==> src/design/stc_pkg.sv <==
// shared types, constants and arithmetic helpers for the self-tuning pseudo-clock
// no dependencies
package stc_pkg;

    localparam int unsigned FIFO_DEPTH = 2;

    localparam logic [15:0] RESYNC_INTERVAL_RESET = 16'd1000;
    localparam logic [15:0] IDLE_COUNT_MAX        = 16'hFFFF;
    localparam logic [30:0] SAT_LIMIT             = 31'h4000_0000;
    localparam logic [30:0] SAT_HALF              = 31'h2000_0000;

    localparam logic [1:0] MODE_ADAPTIVE   = 2'd0;
    localparam logic [1:0] MODE_EVERY_CALL = 2'd1;
    localparam logic [1:0] MODE_REAL       = 2'd2;

    typedef enum logic [1:0] {
        CFG_RESYNC_INTERVAL = 2'd0,
        CFG_CLOCK_MODE      = 2'd1,
        CFG_START_SECONDS   = 2'd2,
        CFG_START_MILLIS    = 2'd3
    } t_cfg_idx;

    typedef enum logic [1:0] {
        KIND_DIRECT,
        KIND_RESYNC,
        KIND_STEP
    } t_kind;

    typedef struct packed {
        t_kind       kind;
        logic [31:0] secs;
        logic [9:0]  millis;
    } t_entry;

    typedef struct packed {
        logic        valid;
        t_cfg_idx    idx;
        logic [31:0] data;
    } t_cfg_wr;

    // x * 1000 as x*1024 - x*16 - x*8, modulo 2^32
    function automatic logic [31:0] mul_k1000(input logic [31:0] x);
        return (x << 10) - (x << 4) - (x << 3);
    endfunction

    function automatic logic [30:0] dbl_sat(input logic [30:0] v);
        if (v >= SAT_HALF) begin
            return SAT_LIMIT;
        end
        return v << 1;
    endfunction

endpackage

==> src/design/stc_fifo.sv <==
// short word queue between the call classifier and the clock update unit
// depends on stc_pkg
module stc_fifo
    import stc_pkg::*;
#(
    parameter int unsigned DEPTH = FIFO_DEPTH
) (
    input  logic   i_clk,
    input  logic   i_rst_n,
    input  logic   i_push,
    input  t_entry i_data,
    input  logic   i_pop,
    output t_entry o_data,
    output logic   o_full,
    output logic   o_not_empty
);

    localparam int unsigned PTR_W = (DEPTH > 1) ? $clog2(DEPTH) : 1;
    localparam int unsigned CNT_W = $clog2(DEPTH + 1);

    t_entry             r_mem [DEPTH];
    logic [PTR_W-1:0]   r_wptr, n_wptr;
    logic [PTR_W-1:0]   r_rptr, n_rptr;
    logic [CNT_W-1:0]   r_count, n_count;

    function automatic logic [PTR_W-1:0] ptr_inc(input logic [PTR_W-1:0] p);
        if (p == PTR_W'(DEPTH - 1)) begin
            return '0;
        end
        return p + PTR_W'(1);
    endfunction

    always_comb begin
        n_wptr  = i_push ? ptr_inc(r_wptr) : r_wptr;
        n_rptr  = i_pop ? ptr_inc(r_rptr) : r_rptr;
        n_count = r_count;
        if (i_push && !i_pop) begin
            n_count = r_count + CNT_W'(1);
        end else if (!i_push && i_pop) begin
            n_count = r_count - CNT_W'(1);
        end
    end

    always_ff @(posedge i_clk) begin
        if (!i_rst_n) begin
            r_wptr  <= '0;
            r_rptr  <= '0;
            r_count <= '0;
        end else begin
            r_wptr  <= n_wptr;
            r_rptr  <= n_rptr;
            r_count <= n_count;
        end
    end

    always_ff @(posedge i_clk) begin
        if (i_push) begin
            r_mem[r_wptr] <= i_data;
        end
    end

    assign o_data      = r_mem[r_rptr];
    assign o_full      = (r_count == CNT_W'(DEPTH));
    assign o_not_empty = (r_count != '0);

endmodule

==> src/design/stc_front.sv <==
// call classifier: keeps the call counters and decides step, resync or direct
// depends on stc_pkg
module stc_front
    import stc_pkg::*;
(
    input  logic        i_clk,
    input  logic        i_rst_n,
    input  logic        i_accept,
    input  logic [31:0] i_now_seconds,
    input  logic [9:0]  i_now_millis,
    input  logic        i_from_idle,
    input  t_cfg_wr     i_cfg,
    output logic        o_push,
    output t_entry      o_entry
);

    logic [15:0] r_interval, n_interval;
    logic [1:0]  r_mode, n_mode;
    logic [15:0] r_since_resync, n_since_resync;
    logic [15:0] r_since_idle, n_since_idle;

    logic        idle_hit;
    logic [15:0] resync_inc;
    t_kind       kind;

    always_comb begin
        n_interval     = r_interval;
        n_mode         = r_mode;
        n_since_resync = r_since_resync;
        n_since_idle   = r_since_idle;
        idle_hit       = 1'b0;
        resync_inc     = r_since_resync + 16'd1;
        kind           = KIND_STEP;

        if (r_mode == MODE_REAL) begin
            kind = KIND_DIRECT;
        end else if (r_mode == MODE_EVERY_CALL) begin
            kind = KIND_RESYNC;
        end else begin
            if (i_from_idle) begin
                idle_hit = (r_since_idle == '0);
            end
            if (resync_inc >= r_interval || idle_hit) begin
                kind = KIND_RESYNC;
            end
            if (i_accept) begin
                if (i_from_idle) begin
                    n_since_idle = '0;
                end else if (r_since_idle != IDLE_COUNT_MAX) begin
                    n_since_idle = r_since_idle + 16'd1;
                end
                n_since_resync = (kind == KIND_RESYNC) ? '0 : resync_inc;
            end
        end

        if (i_cfg.valid) begin
            unique case (i_cfg.idx)
                CFG_RESYNC_INTERVAL: n_interval = i_cfg.data[15:0];
                CFG_CLOCK_MODE:      n_mode     = i_cfg.data[1:0];
                CFG_START_SECONDS, CFG_START_MILLIS: begin
                end
                default: begin
                end
            endcase
        end
    end

    always_ff @(posedge i_clk) begin
        if (!i_rst_n) begin
            r_interval     <= RESYNC_INTERVAL_RESET;
            r_mode         <= MODE_ADAPTIVE;
            r_since_resync <= '0;
            r_since_idle   <= '0;
        end else begin
            r_interval     <= n_interval;
            r_mode         <= n_mode;
            r_since_resync <= n_since_resync;
            r_since_idle   <= n_since_idle;
        end
    end

    assign o_push         = i_accept;
    assign o_entry.kind   = kind;
    assign o_entry.secs   = i_now_seconds;
    assign o_entry.millis = i_now_millis;

endmodule

==> src/design/stc_back.sv <==
// clock update unit: pseudo-clock, snapshot, rate tuning and the output word register
// depends on stc_pkg
module stc_back
    import stc_pkg::*;
(
    input  logic               i_clk,
    input  logic               i_rst_n,
    input  t_entry             i_entry,
    input  logic               i_not_empty,
    output logic               o_pop,
    input  t_cfg_wr            i_cfg,
    output logic               o_out_valid,
    input  logic               i_out_stall,
    output logic signed [31:0] o_clock_value,
    output logic               o_resynced,
    output logic signed [31:0] o_drift_applied
);

    logic [31:0] r_pseudo, n_pseudo;
    logic [31:0] r_snap_seconds, n_snap_seconds;
    logic [9:0]  r_snap_millis, n_snap_millis;
    logic [31:0] r_snap_count, n_snap_count;
    logic [30:0] r_since_step, n_since_step;
    logic [30:0] r_step, n_step;
    logic [30:0] r_cps, n_cps;
    logic        r_out_valid, n_out_valid;
    logic [31:0] r_clock_value, n_clock_value;
    logic        r_resynced, n_resynced;
    logic [31:0] r_drift, n_drift;

    logic [31:0] milli_diff;
    logic [31:0] secs_delta;
    logic [31:0] elapsed;
    logic [31:0] drift;
    logic [31:0] resync_pseudo;
    logic [30:0] step_inc;

    assign o_pop = i_not_empty && (!r_out_valid || !i_out_stall);

    always_comb begin
        milli_diff = {22'd0, i_entry.millis} - {22'd0, r_snap_millis};
        secs_delta = i_entry.secs - r_snap_seconds;
        if (!secs_delta[31]) begin
            elapsed = milli_diff + mul_k1000(secs_delta);
        end else if (milli_diff[31]) begin
            elapsed = '0;
        end else begin
            elapsed = milli_diff;
        end
        drift         = elapsed - (r_pseudo - r_snap_count);
        resync_pseudo = r_pseudo + drift;
        step_inc      = r_since_step + 31'd1;
    end

    always_comb begin
        n_pseudo       = r_pseudo;
        n_snap_seconds = r_snap_seconds;
        n_snap_millis  = r_snap_millis;
        n_snap_count   = r_snap_count;
        n_since_step   = r_since_step;
        n_step         = r_step;
        n_cps          = r_cps;
        n_clock_value  = r_clock_value;
        n_resynced     = r_resynced;
        n_drift        = r_drift;
        n_out_valid    = r_out_valid && i_out_stall;

        if (o_pop) begin
            n_out_valid = 1'b1;
            unique case (i_entry.kind)
                KIND_DIRECT: begin
                    n_clock_value = mul_k1000(i_entry.secs) + {22'd0, i_entry.millis};
                    n_resynced    = 1'b0;
                    n_drift       = '0;
                end
                KIND_RESYNC: begin
                    if (drift[31]) begin
                        if (r_step == 31'd1) begin
                            n_cps = dbl_sat(r_cps);
                        end else begin
                            n_step = r_step >> 1;
                        end
                    end else if (drift != '0) begin
                        if (r_cps == 31'd1) begin
                            n_step = dbl_sat(r_step);
                        end else begin
                            n_cps = r_cps >> 1;
                        end
                    end
                    n_pseudo       = resync_pseudo;
                    n_snap_seconds = i_entry.secs;
                    n_snap_millis  = i_entry.millis;
                    n_snap_count   = resync_pseudo;
                    n_clock_value  = resync_pseudo;
                    n_resynced     = 1'b1;
                    n_drift        = drift;
                end
                KIND_STEP: begin
                    if (step_inc >= r_cps) begin
                        n_since_step  = '0;
                        n_pseudo      = r_pseudo + {1'b0, r_step};
                        n_clock_value = r_pseudo + {1'b0, r_step};
                    end else begin
                        n_since_step  = step_inc;
                        n_clock_value = r_pseudo;
                    end
                    n_resynced = 1'b0;
                    n_drift    = '0;
                end
                default: begin
                end
            endcase
        end

        // start time writes also load the snapshot
        if (i_cfg.valid) begin
            unique case (i_cfg.idx)
                CFG_START_SECONDS: n_snap_seconds = i_cfg.data;
                CFG_START_MILLIS:  n_snap_millis  = i_cfg.data[9:0];
                CFG_RESYNC_INTERVAL, CFG_CLOCK_MODE: begin
                end
                default: begin
                end
            endcase
        end
    end

    always_ff @(posedge i_clk) begin
        if (!i_rst_n) begin
            r_pseudo       <= '0;
            r_snap_seconds <= '0;
            r_snap_millis  <= '0;
            r_snap_count   <= '0;
            r_since_step   <= '0;
            r_step         <= 31'd1;
            r_cps          <= 31'd1;
            r_out_valid    <= 1'b0;
        end else begin
            r_pseudo       <= n_pseudo;
            r_snap_seconds <= n_snap_seconds;
            r_snap_millis  <= n_snap_millis;
            r_snap_count   <= n_snap_count;
            r_since_step   <= n_since_step;
            r_step         <= n_step;
            r_cps          <= n_cps;
            r_out_valid    <= n_out_valid;
        end
    end

    always_ff @(posedge i_clk) begin
        r_clock_value <= n_clock_value;
        r_resynced    <= n_resynced;
        r_drift       <= n_drift;
    end

    assign o_out_valid     = r_out_valid;
    assign o_clock_value   = r_clock_value;
    assign o_resynced      = r_resynced;
    assign o_drift_applied = r_drift;

endmodule

==> src/design/self_tuning_pseudo_clock.sv <==
// top level of the self-tuning pseudo-clock: classifier, word queue and update unit
// depends on stc_pkg, stc_front, stc_fifo and stc_back
//
// Takes one scheduler call word per cycle while o_in_stall is low and returns one result word per
// call, in order. A call is classified on acceptance (step, resync or real-time direct) by the
// call counters, passes a queue of FIFO_DEPTH words, and the update unit applies it to the
// pseudo-clock: one constant multiply by 1000 done as shifts, then the drift adds. The result
// word is registered in the output word register after the call leaves the queue; o_in_stall
// rises only when the queue is full behind a stalled result. Configuration writes are taken
// every cycle (o_cfg_ready is tied high); writing a start time also loads the resync snapshot.
module self_tuning_pseudo_clock
    import stc_pkg::*;
#(
    parameter int unsigned FIFO_DEPTH_P = FIFO_DEPTH
) (
    input  logic               i_clk,
    input  logic               i_rst_n,
    input  logic               i_in_valid,
    output logic               o_in_stall,
    input  logic [31:0]        i_now_seconds,
    input  logic [9:0]         i_now_millis,
    input  logic               i_from_idle,
    output logic               o_out_valid,
    input  logic               i_out_stall,
    output logic signed [31:0] o_clock_value,
    output logic               o_resynced,
    output logic signed [31:0] o_drift_applied,
    input  logic               i_cfg_valid,
    output logic               o_cfg_ready,
    input  logic [1:0]         i_cfg_index,
    input  logic [31:0]        i_cfg_data
);

    t_cfg_wr cfg;
    t_entry  push_entry;
    t_entry  head_entry;
    logic    push;
    logic    pop;
    logic    full;
    logic    not_empty;
    logic    accept;

    assign o_cfg_ready = 1'b1;
    assign cfg.valid   = i_cfg_valid;
    assign cfg.idx     = t_cfg_idx'(i_cfg_index);
    assign cfg.data    = i_cfg_data;

    assign o_in_stall = full;
    assign accept     = i_in_valid && !full;

    stc_front u_front (
        .i_clk         (i_clk),
        .i_rst_n       (i_rst_n),
        .i_accept      (accept),
        .i_now_seconds (i_now_seconds),
        .i_now_millis  (i_now_millis),
        .i_from_idle   (i_from_idle),
        .i_cfg         (cfg),
        .o_push        (push),
        .o_entry       (push_entry)
    );

    stc_fifo #(
        .DEPTH (FIFO_DEPTH_P)
    ) u_fifo (
        .i_clk       (i_clk),
        .i_rst_n     (i_rst_n),
        .i_push      (push),
        .i_data      (push_entry),
        .i_pop       (pop),
        .o_data      (head_entry),
        .o_full      (full),
        .o_not_empty (not_empty)
    );

    stc_back u_back (
        .i_clk           (i_clk),
        .i_rst_n         (i_rst_n),
        .i_entry         (head_entry),
        .i_not_empty     (not_empty),
        .o_pop           (pop),
        .i_cfg           (cfg),
        .o_out_valid     (o_out_valid),
        .i_out_stall     (i_out_stall),
        .o_clock_value   (o_clock_value),
        .o_resynced      (o_resynced),
        .o_drift_applied (o_drift_applied)
    );

endmodule

==> config.mk <==
export PLATFORM = sky130hd
export DESIGN_NAME = self_tuning_pseudo_clock
export DESIGN_NICKNAME = d
export VERILOG_FILES = /design/src/design/stc_pkg.sv /design/src/design/stc_fifo.sv /design/src/design/stc_front.sv /design/src/design/stc_back.sv /design/src/design/self_tuning_pseudo_clock.sv
export SDC_FILE = /design/constraint.sdc
export NUM_CORES = 2
export LEC_CHECK = 0
export BUFFER_PORTS_ARGS = -buffer_cell sky130_fd_sc_hd__buf_2
export CORE_MARGIN = 8
export CORE_UTILIZATION = 45
export DETAILED_ROUTE_END_ITERATION = 10
export SYNTH_ARGS = -nofsm -noshare
export SYNTH_HDL_FRONTEND = slang
export SYNTH_SLANG_ARGS = --single-unit
==> constraint.sdc <==
create_clock -name i_clk -period 11.3 [get_ports i_clk]
set_input_delay 0.565 -clock i_clk [delete_from_list [all_inputs] [get_ports i_clk]]
set_output_delay 0.565 -clock i_clk [all_outputs]
set_load 0.05 [all_outputs]
=== Yosys cells after proc, flatten, opt, wreduce, memory -nomap -nowiden ===
Memory sizes are Yosys's and may differ from the RTL's. A register that Yosys moved wholly into a read port is not among the register bits.
Cells that the tools add are included.

* Register bits after elaboration: 319
* Bits in latches: 0
* RAM bits: 88
* Bits in read-only memories: 0
* Input bits: 82
* Memories: 1

* Add/subtract/negate cells: 19
* Multipliers: 0
* Divide/modulo/power cells: 0
* Magnitude comparators: 4
* Equality and inequality tests: 15
* Shift-type cells: 0
* Multiplexer cells: 63
* Bitwise logic cells: 2
* Reductions and logical operators: 36

{| class="wikitable"
|+ Memory list
! memory !! words !! width !! rd ports !! clocked after memory_dff !! write ports !! RTL line !! source
|-
| u_fifo.r_mem || 2 || 44 || 1 || 1 || 1 || stc_fifo.sv:21 || <nowiki>t_entry r_mem [DEPTH];</nowiki>
|}

{| class="wikitable"
|+ Operator list
! kind !! number
|-
| $mux 31 || 14
|-
| $sub 32x32->32 || 7
|-
| $mux 32 || 6
|-
| $pmux 32 s2 || 2
|-
| $pmux 32 s3 || 1
|-
| $add 32x32->32 || 2
|-
| $eq 31x1->1 const B || 2
|-
| $ge 31x30->1 const B || 2
|-
| $mux 16 || 3
|-
| $mux 10 || 4
|-
| $add 16x1->16 const B || 2
|-
| $add 32x10->32 || 1
|-
| $add 32x31->32 || 1
|-
| $reduce_bool 32->1 || 1
|-
| $add 31x1->31 const B || 1
|-
| $ge 31x31->1 || 1
|-
| $mux 1 || 25
|-
| $ge 16x16->1 || 1
|-
| $logic_not 16->1 || 1
|-
| $ne 16x16->1 const B || 1
|-
| $mux 2 || 7
|-
| $reduce_and 2->1 || 7
|-
| $reduce_bool 2->1 || 7
|-
| $sub 10x10->11 || 1
|-
| other kinds (18) || 39
|}

=== Longest topological paths before layout ===
* Word-level depth: 15
* Gate-level depth with buffers: 53
* Depth with buffers taken out: 49

=== Hierarchy ===
From an unflattened synthesis, not the netlist that was laid out.

* Cells, all modules: 3753
* Area, all modules: 32401.1 um^2

{| class="wikitable"
|+ Modules (own cells, without submodules)
! module !! times used !! cells an instance !! area an instance (um^2) !! sequential area each (um^2)
|-
| stc_back || 1 || 3181 || 25614.6 || 5955.7
|-
| stc_fifo || 1 || 159 || 3409.5 || 2742.6
|-
| stc_front || 1 || 410 || 3352.0 || 1001.0
|-
| self_tuning_pseudo_clock || 1 || 3 || 25.0 || 0.0
|}

=== Worst setup path before layout ===
No wires, ideal clock.

* Path type: reg-to-reg
* From: register (tool-made name)
* To: register u_back.r_clock_value[31], in the netlist u_back.o_clock_value[31] (data pin)
* Library setup time: 0.135 ns
* Arrival time: 10.498 ns
* Data required time: 11.165 ns
* Path slack: 0.667 ns
* Cell stages (with the launch flop): 51
* Buffers on the path: 5
* Clock period less this slack: 10.633 ns
* Cells stage by stage: dfxtp_1 > clkbuf_1 > buf_1 > clkbuf_1 > mux2i_1 > ha_1 > fa_1 > nor2b_1 > o31a_1 > o211ai_1 > nand2_1 > a21oi_1 > o21bai_1 > a21oi_1 > xor2_1 > xor2_1 > ha_1 > inv_1 > [15 not listed] > a31oi_1 > o311ai_0 > a311o_1 > inv_1 > ha_1 > a21o_1 > a21o_1 > a21oi_1 > o21bai_1 > nand2_1 > o21ai_0 > o41a_1 > a31oi_1 > o21ai_0 > clkbuf_1 > nor4b_1 > mux2i_1 > nand3_1

{| class="wikitable"
|+ RTL lines
! item !! RTL line !! source
|-
| to (signal assigned) || stc_back.sv:151 || <nowiki>r_clock_value <= n_clock_value;</nowiki>
|-
| to (decl) || stc_back.sv:27 || <nowiki>logic [31:0] r_clock_value, n_clock_value;</nowiki>
|}

==> impl_results.md <==
- Crit path top cell by count: a21oi_1
- Total number of vias: between 20000 and 30000
- Skew final: roughly 0.021 ns
- YS warnings: 0
- Crit path kind: flip-flop to flip-flop
- Initial antenna violation count: 6
- Largest net degree at the start of global routing: just over 80
- FF+latch area: 9700 um^2
- Rel. slew slack: about a fifth
- Post-Route M1 WL: 45.7 mm
- Routed WL: around 98 mm
- Crit-path slowest cell: fa_1
- Share of cells above drive strength 1: 10.1%
- DRT iter0 DRCs: roughly 2300
- Synth area leaders: dfxtp_1, edfxtp_1, ha_1
- Synthesized Nets: between 4000 and 5000
- Post-synthesis sequential area ratio: slightly above 30%
- Place WS: between 0.1 and 0.15 ns
- Port bufs: approximately 150
- Clock latency on the worst-skew pair: 0.63 ns
- Global-route congestion overflow total: 0
- DP Wirelength: about 74 mm
- Clock Tree Buf Depth: 3
- Main flop type after synthesis: dfxtp_1
- Crit share post-route: 94.0%
- Final ANT Viol Nets: 0
- Hold WC Path Type: input pin to flip-flop
- Global-route wire length before repair: about 150 mm
- Cell taking the most area after synthesis: dfxtp_1
- GP Congestion: between 0.9 and 1
- CP max FO: 14
- Worst Setup Start Kind: flip-flop
- Unique masters post-synth: 96
- Async set-reset flop share out of synthesis: 0%
- CP required: roughly 12 ns
- Cells after synthesis: roughly 3700
- Via density: ~5.7
- Synth top area share: between 10% and 20%
- CTS tree: done
- Hold_ws: 0.122 ns
- CTS Buf Count: 49
- Final setup violation count: 0
- Die Area: 80200 um^2
- MaxCap Viol Count: 0
- Synth-to-layout area growth: 11.3%
- CTS clk-pin slew, worst paths: 0.07 ns
- DRC: 0
- Die height: between 200 and 300 um
- CP Data Arrival Time: about 11 ns
- Hold_buf cts: 0
- Number of synthesized register bits: between 400 and 500
- CORE AREA: just over 70000 um^2
- Post-synth EDFFs: about 150
- Number of global-route vias before repair: 26160
- Top layer in use: met5
- Nets: about 4300
- Syn Area/Cell: ~8.6 um^2
- Fillers: between 6000 and 7000
- Slew Limit Fails: 0
- Crit end category: flip-flop
- Clk sink count: 408
- FP Rows: 98
- Die X: 283 um
- I/O Pins: 150
- Setup WS post-layout: roughly 0.67 ns
- R2R Setup Slk: 0.67 ns
- Period minus WS final: between 10 and 15 ns
- Area taken by multi-input logic gates: 20700 um^2
- Initial core utilization: a little under half
- Final Hold Fails: 0
- Run status: completed
- Fmax: 0.0941 GHz
- Total Routing Usage GR: 23.4%
- CTS HTree Levels: 2
- Post-Syn Area: between 30000 and 40000 um^2
- Drt first pass iters: 5
- Metal3 WL: 6.73 mm
- Worst slew pin tran: approximately 1.2 ns
- Crit-path max cell delay: between 0.5 and 0.6 ns
- CTS root buffer: clkbuf_16
- Avg WL per Cell: between 20 and 25 um
- Sum Neg Setup Slack: 0 ns
- RSZ-0062 raised after global routing: no
- Detail Route met2 WL: between 40 and 50 mm
-- state kept, by name, indices dropped and copies added, names as in the netlist, named ones only --
register                cells
u_front.r_since_idle       16
u_back.r_pseudo            32
u_front.r_since_resync     16
u_back.r_cps               31
u_back.o_out_valid          1
u_front.r_mode              2
u_front.r_interval         16
u_fifo.r_rptr               1
u_back.o_clock_value       32
u_back.r_step              31
u_back.r_since_step        31
u_back.r_snap_seconds      32
u_back.o_drift_applied     32
u_fifo.r_wptr               1
u_fifo.r_mem               88
u_back.r_snap_millis       10
u_back.o_resynced           1
u_fifo.r_count              2
u_back.r_snap_count        32
-- timing repair --
item	4_1_cts	5_1_grt
gates resized for setup	0	10
endpoints found under the hold margin	0	0
buffers inserted	0	0
endpoints found under the setup margin	0	76
-- worst max-delay path, delay by kind of cell (launching register included) --
kind                     cells  cell delay, ns
AO/OA/AOI/OAI               20            4.58
adder cells (fa/ha/maj)      7            2.77
AND/OR/NAND/NOR              8            1.32
XOR/XNOR                     3            0.55
flip-flops                   1            0.50
buffers and inverters        5            0.33
multiplexers                 1            0.30
-- Yosys cell counts (all sizes together), types with 27 or more instances --
master / n
a211oi: 70
a21o: 97
a21oi: 367
a311oi: 32
and2: 38
and3: 43
buf: 34
clkbuf: 136
dfxtp: 255
edfxtp: 153
fa: 92
ha: 273
inv: 305
mux2i: 84
nand2: 272
nand2b: 68
nand3: 98
nand4: 32
nor2: 314
nor3: 119
nor4: 33
o21a: 40
o21ai: 168
o31ai: 42
or3: 27
xnor2: 139
xor2: 96
-- layout make-up --
class / instances / share of cell area [%]
inverters: 306 / 3.22
flip-flops and latches: 408 / 27.1
clock inverters: 33 / 1.20
multi-input cells: 2847 / 57.8
clock buffers: 59 / 3.62
diodes: 2 / 0.0140
repair buffers: 222 / 3.73
well taps: 950 / 3.32
-- logic make-up (layout without fill, tap and decap cells) --
logic type	Yosys count	in the layout	synth area share, %
flops	408	408	30.2
simple gates	1124	1124	16.8
xor+xnor	237	237	6.60
buf+inv	476	620	5.89
fa+ha+maj	371	371	16.5
compound gates	1015	1015	20.8
other cells	1	3	0.0117
mux	99	99	3.17
-- metrics by stage --
step | instances | util (%) | instance area (um^2)
floorplan | 3731 | - | 32100
global placement | 4733 | 47.8 | 34000
detailed placement | 4733 | 47.8 | 34000
CTS | 4825 | 50.2 | 35700
global route | 4825 | 50.3 | 35800
finish | 4827 | 50.3 | 35800
-- final timing paths --
kind                                              from                        to  depth (start not counted)
worst max-delay path                         flip-flop  u_back.o_clock_value[26]                         44
worst min register to register  u_front.r_interval[11]    u_front.r_interval[11]                          2
worst max register to register               flip-flop  u_back.o_clock_value[26]                         44
worst min-delay path                   i_now_millis[5]        u_fifo.r_mem[1][5]                          1
-- metal layers --
metal  global-route usage [%]  vias to the layer above
met3                     4.27                      169
met5                        0                        -
met2                     36.6                      920
met4                     6.54                       10
li1                         -                    13562
met1                     33.0                    12923
-- cells in the final DEF (no fill, tap or decap), drive strengths merged, types with 10 or more instances in the layout --
cell type,n
a21oi,367
nor2,314
inv,311
ha,273
nand2,272
dfxtp,255
buf,222
o21ai,168
edfxtp,153
xnor2,139
nor3,119
nand3,98
a21o,97
xor2,96
fa,92
mux2i,84
a211oi,70
nand2b,68
clkbuf,59
and3,43
o31ai,42
o21a,40
and2,38
nor4,33
nand4,32
a311oi,32
or3,27
nor2b,25
o21bai,24
o211ai,24
nand3b,23
a221oi,22
clkinv,16
mux2,15
a31oi,14
a32o,13
a211o,10
Power is not shown: default switching activity piles up to over one toggle a cycle in this logic, so the estimate is an artifact.
